### src/hdl/mqts_pkg.sv
`timescale 1ns / 1ps
// ----------------------------------------------------------------------------
// mqts_pkg
// Shared constants, codes and controller/datapath interface types for the
// two-stack max queue.
// ----------------------------------------------------------------------------
package mqts_pkg;

  localparam int DEPTH  = 1024;
  localparam int DATA_W = 32;
  localparam int CNT_W  = $clog2(DEPTH + 1);
  localparam int ADDR_W = $clog2(DEPTH);

  typedef enum logic [1:0] {
    OP_ENQ   = 2'd0,
    OP_DEQ   = 2'd1,
    OP_MAX   = 2'd2,
    OP_EMPTY = 2'd3
  } mode_t;

  typedef enum logic [2:0] {
    ST_IDLE,
    ST_EXEC,
    ST_XFER_RD,
    ST_XFER_WR,
    ST_POP,
    ST_LOAD,
    ST_DONE
  } state_t;

  typedef struct packed {
    logic capture;
    logic clear;
    logic set_err;
    logic take_max;
    logic push;
    logic xfer_rd;
    logic xfer_wr;
    logic pop;
    logic load;
    logic emit;
  } ctrl_t;

  typedef struct packed {
    mode_t            mode;
    logic             empty;
    logic             full;
    logic             in_zero;
    logic             out_zero;
    logic             out_one;
    logic             out_free;
    logic [CNT_W-1:0] in_cnt;
    logic [CNT_W-1:0] out_cnt;
  } stat_t;

endpackage

### src/hdl/mqts_ctrl.sv
`timescale 1ns / 1ps
// ----------------------------------------------------------------------------
// mqts_ctrl
// Sequencer for the max queue: decodes the captured operation, runs the
// stack-to-stack transfer and the pop/reload steps, and hands off the result.
// ----------------------------------------------------------------------------
module mqts_ctrl
  import mqts_pkg::*;
(
  input  logic  clk,
  input  logic  rst,
  input  logic  cmd_valid,
  output logic  cmd_ready,
  input  stat_t st,
  output ctrl_t ctl
);

  state_t state;
  state_t state_next;

  always_ff @(posedge clk) begin
    if (rst) begin
      state <= ST_IDLE;
    end else begin
      state <= state_next;
    end
  end

  always_comb begin
    state_next = state;
    unique case (state)
      ST_IDLE: begin
        if (cmd_valid) state_next = ST_EXEC;
      end
      ST_EXEC: begin
        state_next = ST_DONE;
        if (st.mode == OP_DEQ && !st.empty) begin
          state_next = st.out_zero ? ST_XFER_RD : ST_POP;
        end
      end
      ST_XFER_RD: state_next = ST_XFER_WR;
      ST_XFER_WR: state_next = st.in_zero ? ST_POP : ST_XFER_RD;
      ST_POP:     state_next = st.out_one ? ST_DONE : ST_LOAD;
      ST_LOAD:    state_next = ST_DONE;
      ST_DONE: begin
        if (st.out_free) state_next = ST_IDLE;
      end
      default:    state_next = ST_IDLE;
    endcase
  end

  always_comb begin
    ctl       = '0;
    cmd_ready = 1'b0;
    unique case (state)
      ST_IDLE: begin
        cmd_ready   = 1'b1;
        ctl.capture = cmd_valid;
      end
      ST_EXEC: begin
        ctl.clear = 1'b1;
        case (st.mode)
          OP_ENQ: begin
            ctl.set_err = st.full;
            ctl.push    = !st.full;
          end
          OP_DEQ:  ctl.set_err = st.empty;
          OP_MAX: begin
            ctl.set_err  = st.empty;
            ctl.take_max = !st.empty;
          end
          default: ctl.set_err = 1'b0;
        endcase
      end
      ST_XFER_RD: ctl.xfer_rd = 1'b1;
      ST_XFER_WR: ctl.xfer_wr = 1'b1;
      ST_POP:     ctl.pop     = 1'b1;
      ST_LOAD:    ctl.load    = 1'b1;
      ST_DONE:    ctl.emit    = st.out_free;
      default:    ctl         = '0;
    endcase
  end

endmodule

### config.mk
export PLATFORM = sky130hd
export DESIGN_NAME = mqts_ctrl
export DESIGN_NICKNAME = d
export VERILOG_FILES = /design/src/hdl/mqts_pkg.sv /design/src/hdl/mqts_ctrl.sv
export SDC_FILE = /design/constraint.sdc
export NUM_CORES = 1
export LEC_CHECK = 0
export BUFFER_PORTS_ARGS = -buffer_cell sky130_fd_sc_hd__buf_2
export CAP_MARGIN = 20
export CORE_AREA = 2 2 39 41
export DETAILED_ROUTE_END_ITERATION = 10
export DIE_AREA = 0 0 41 43
export GPL_ROUTABILITY_DRIVEN = 0
export PLACE_DENSITY = 0.66
export SYNTH_ARGS = -nofsm -noshare
export SYNTH_HDL_FRONTEND = slang
export SYNTH_SLANG_ARGS = --single-unit
### constraint.sdc
create_clock -name clk -period 2.4 [get_ports clk]
set_clock_uncertainty 0.2 [all_clocks]
set_input_delay 0.36 -clock clk [delete_from_list [all_inputs] [get_ports clk]]
set_output_delay 0.36 -clock clk [all_outputs]
set_load 0.005 [all_outputs]
Word-level counts from Yosys, hierarchy flattened

Cells that the tools add are included.

Flip-flop bits (word level): 3
Input port bits: 33
Output and inout port bits: 11
Logic and storage cells: 36

Equal/unequal tests: 10
Multiplexer cells: 18
Reduce and logical (&&, ||, !) cells: 7

Operators with widths:

| operator                                                              | number |
|---|---|
| 3-bit one-hot mux with 7 select lines                                 | 1 |
| 3-bit two-way mux                                                     | 5 |
| 3-bit equality test, second input constant                            | 3 |
| 1-bit two-way mux                                                     | 9 |
| 3-bit by 2-bit equality test with 1-bit output, second input constant | 2 |
| 4-bit two-way mux                                                     | 1 |
| 2-bit != test, second input constant                                  | 2 |
| 3-bit by 1-bit equality test with 1-bit output, second input constant | 1 |
| 3-bit zero test                                                       | 1 |
| 2-bit by 1-bit equality test with 1-bit output, second input constant | 1 |
| 2-bit equality test, second input constant                            | 1 |
| 1-bit zero test                                                       | 2 |
| 2-bit zero test                                                       | 1 |
| 2-bit two-way mux                                                     | 1 |
| 1-bit one-hot mux with 2 select lines                                 | 1 |
| 2-bit AND reduction                                                   | 1 |
| 2-bit OR reduction                                                    | 1 |
| 1-bit logical AND                                                     | 1 |

Logic depth before layout (Yosys ltp)

Depth after elaboration: 4
Depth in mapped cells: 5

Worst setup path before layout

OpenSTA, ideal clock, no wires.

Path kind: reg2out
Start point: register state[2]
End point: output ctl[6] in the netlist's numbering
Arrival time: 944 ps
Path slack: 896 ps
Stages on the path, launching flop included: 3
Path through: dfxtp_1 > or3b_4 > nor3b_1

RTL lines:

| item                     | RTL line        | RTL |
|---|---|---|
| start: declaration       | mqts_ctrl.sv:18 | `state_t state;` |
| start signal: assignment | mqts_ctrl.sv:25 | `state <= state_next;` |
| end: declaration         | mqts_ctrl.sv:15 | `output ctrl_t ctl` |

==> impl_metrics.yaml <==
layout:
  regMostFlops: "state"
  largest_reg_flops: 3
  final_area_um2: 463
  area_growth_pct: 42.9
  drive_above_1_share_pct: 38.5
  top_regs: "state (3)"
  nets: 103
  instances_no_fill: 81
  antenna-diode-count: 0
pwr:
  internal_power_mw: 0.211
  pwr-share-comb_pct: 43.4
  ir_worst_vdd_v: 0.000353
  p_leak_nw: 0.245
  p_sw_share_pct: 37.5
  finalPower_mw: 0.338
  sequentialPowerShare_pct: 30.4
  p_switching_mw: 0.127
  p_per_area_mw_per_mm2: 729
  p_clk_share_pct: 26.2
sta:
  finalSetupTns_ps: 0
  slew-limit-headroom_pct: 77.0
  grt_setup_unrepaired: "no"
  setup_violations: 0
  hold_viol_final: 0
  tightest_slew_ps: 344
  timing.fmax_mhz: 482
  whs_ps: 118
  period_share_pct: 86.4
  min_period_ps: 2070
  drv_slew: 0
synth:
  syn_area_per_cell_um2: 7.54
  ys_async_sr_fraction_pct: 0
  yosysWarnings: 0
  synth_flop_cell: "dfxtp_1"
  synthesis.area_um2: 324
  synth_top_area_share_pct: 18.5
  ys_top_cells_by_count: "4 x ha_1, 4 x inv_1, 4 x nor3b_1"
  yosysTopAreaCell: "dfxtp_1"
  ys_ff_latch: 3
  ys_seq_area_share_pct: 18.5
  syn-num-nets: 80
  synth.area.top_cells: "dfxtp_1 19%, ha_1 15%, nor3b_1 9.3%"
  synth-edff-count: 0
  synth_cell_types: 24
  netlist_instances: 43
detailed_routing:
  viasPerCell: 4.65
  routed_wl_um: 800
  drt_iter0_drc: 2
  first_pass_iters: 2
  wl_per_cell_um: 9.88
  ant_nets: 0
  vias: 377
  drcViolationCount: 0
place:
  placed_cells: 77
  placed_cell_area_um2: 437
  hpwl_um: 633
  io_buffers: 21
critical_path:
  crit_arrival_ps: 1510
  path_delay_family: "simple AND/OR/NAND/NOR gates"
  rr_startpoint: "state[0]$_SDFFE_PP0P_"
  path_buf_inv: 1
  crit_chain: "or3b_4 > nor3b_1 > buf_2"
  slowest_delay_ps: 490
  reg2regPathDepth: 3
  crit_path_max_fanout: 12
  end_kind: "output port"
  cp.required_ps: 1840
  r2r_slack_ps: 860
  critPathSlowestCell: "dfxtp_1"
  reg2reg_to: "state[1]$_SDFFE_PP0P_"
  start_kind: "flop"
  crit_type: "reg2out"
run:
  maxCapViolCount: 0
floorplan:
  initial_utilization_pct: 23.4
  boundaryPins: 44
  die_h_um: 43
  rows: 14
  coreArea_mm2: 0.00138
  design.die.area_mm2: 0.00176
  dieWidth_um: 41
hold_path:
  whs_endpoint: "state[1]$_SDFFE_PP0P_"
  hold_start: "rst"
  holdPathStages: 2
  hp-class: "in2reg"
cts:
  cts_root_buf: "clkbuf_4"
  postCtsSetupBuffers: 0
  clk_latency_ps: 230
  cts_hold_buffers: 0
  numClockSinks: 3
  htreeDepth: 1
  tritoncts: "yes"
  cts_buffers: 3
  cts_resized: 0
  clkTransAtPathRegs_ps: 40
  cts_buffer_depth: 2
grt:
  antenna_found_initial: 0
  grt_pass1_wl_um: 1240
  grt_usage_pct: 10.3
  gr-total-overflow: 0
  grt_max_degree: 13
  grt_pass1_vias: 339
run_status:
  outcome: "completed"
==> power by group through the flow <==
stage / registers (mW) / clock network, mW / logic (mW)
2_1_floorplan: 0.0717 / 0 / 0.126
3_3_place_gp: 0.103 / 0 / 0.145
3_5_place_dp: 0.104 / 0 / 0.148
4_1_cts: 0.103 / 0.0938 / 0.149
5_1_grt: 0.110 / 0.0998 / 0.168
6_report: 0.103 / 0.0884 / 0.147
==> final cells by class <==
| class | count | area [um^2] |
|---|---|---|
| Fill cell | 157 | 921 |
| Multi-Input combinational cell | 33 | 236 |
| Timing Repair Buffer | 21 | 105 |
| Sequential cell | 3 | 60.1 |
| Clock buffer | 4 | 26.3 |
| Tap cell | 16 | 20.0 |
| Inverter | 4 | 15.0 |
==> worst max path at each step <==
| stage | start | endpoint | slack [ps] | depth (start not counted) |
|---|---|---|---|---|
| finish | state[0]$_SDFFE_PP0P_ | ctl[6] | 330 | 3 |
| global route | state[0]$_SDFFE_PP0P_ | ctl[7] | 210 | 3 |
| CTS | state[0]$_SDFFE_PP0P_ | ctl[6] | 320 | 3 |
| detailed placement | state[0]$_SDFFE_PP0P_ | ctl[5] | 580 | 3 |
| global placement | state[0]$_SDFFE_PP0P_ | ctl[6] | 580 | 3 |
| floorplan | state[2]$_SDFFE_PP0P_ | ctl[6] | 900 | 2 |
==> cells in the final DEF (no fill, tap or decap), types with 2 or more instances in the layout <==
cell	instances
a21oi_1	2
and2_1	2
buf_2	21
clkbuf_4	3
dfxtp_1	3
ha_1	4
inv_1	4
nor2_1	2
nor3_1	3
nor3b_1	4
o21ai_0	3
==> kinds of logic (layout without fill, tap and decap cells) <==
| group | after synthesis | in the layout | synth area share [%] |
|---|---|---|---|
| simple gates | 19 | 19 | 36.7 |
| compound gates | 10 | 10 | 20.9 |
| buf+inv | 7 | 29 | 8.49 |
| fa+ha+maj | 4 | 4 | 15.4 |
| flops | 3 | 3 | 18.5 |
==> layer usage <==
metal  track usage, %  vias to the layer above  wire length, um
li1                 -                      197                -
met1             10.3                      161              369
met3             5.24                        0               88
met5                0                        -                0
met4             6.00                        0                0
met2             16.3                       19              343
==> metrics by stage <==
stage | utilization [%] | worst slack [ps]
2_1_floorplan | - | 896
3_3_place_gp | 31.6 | 576
3_5_place_dp | 31.6 | 580
4_1_cts | 33.5 | 320
5_1_grt | 33.5 | 212
6_report | 33.5 | 327
Power figures use the tool's default switching activity.
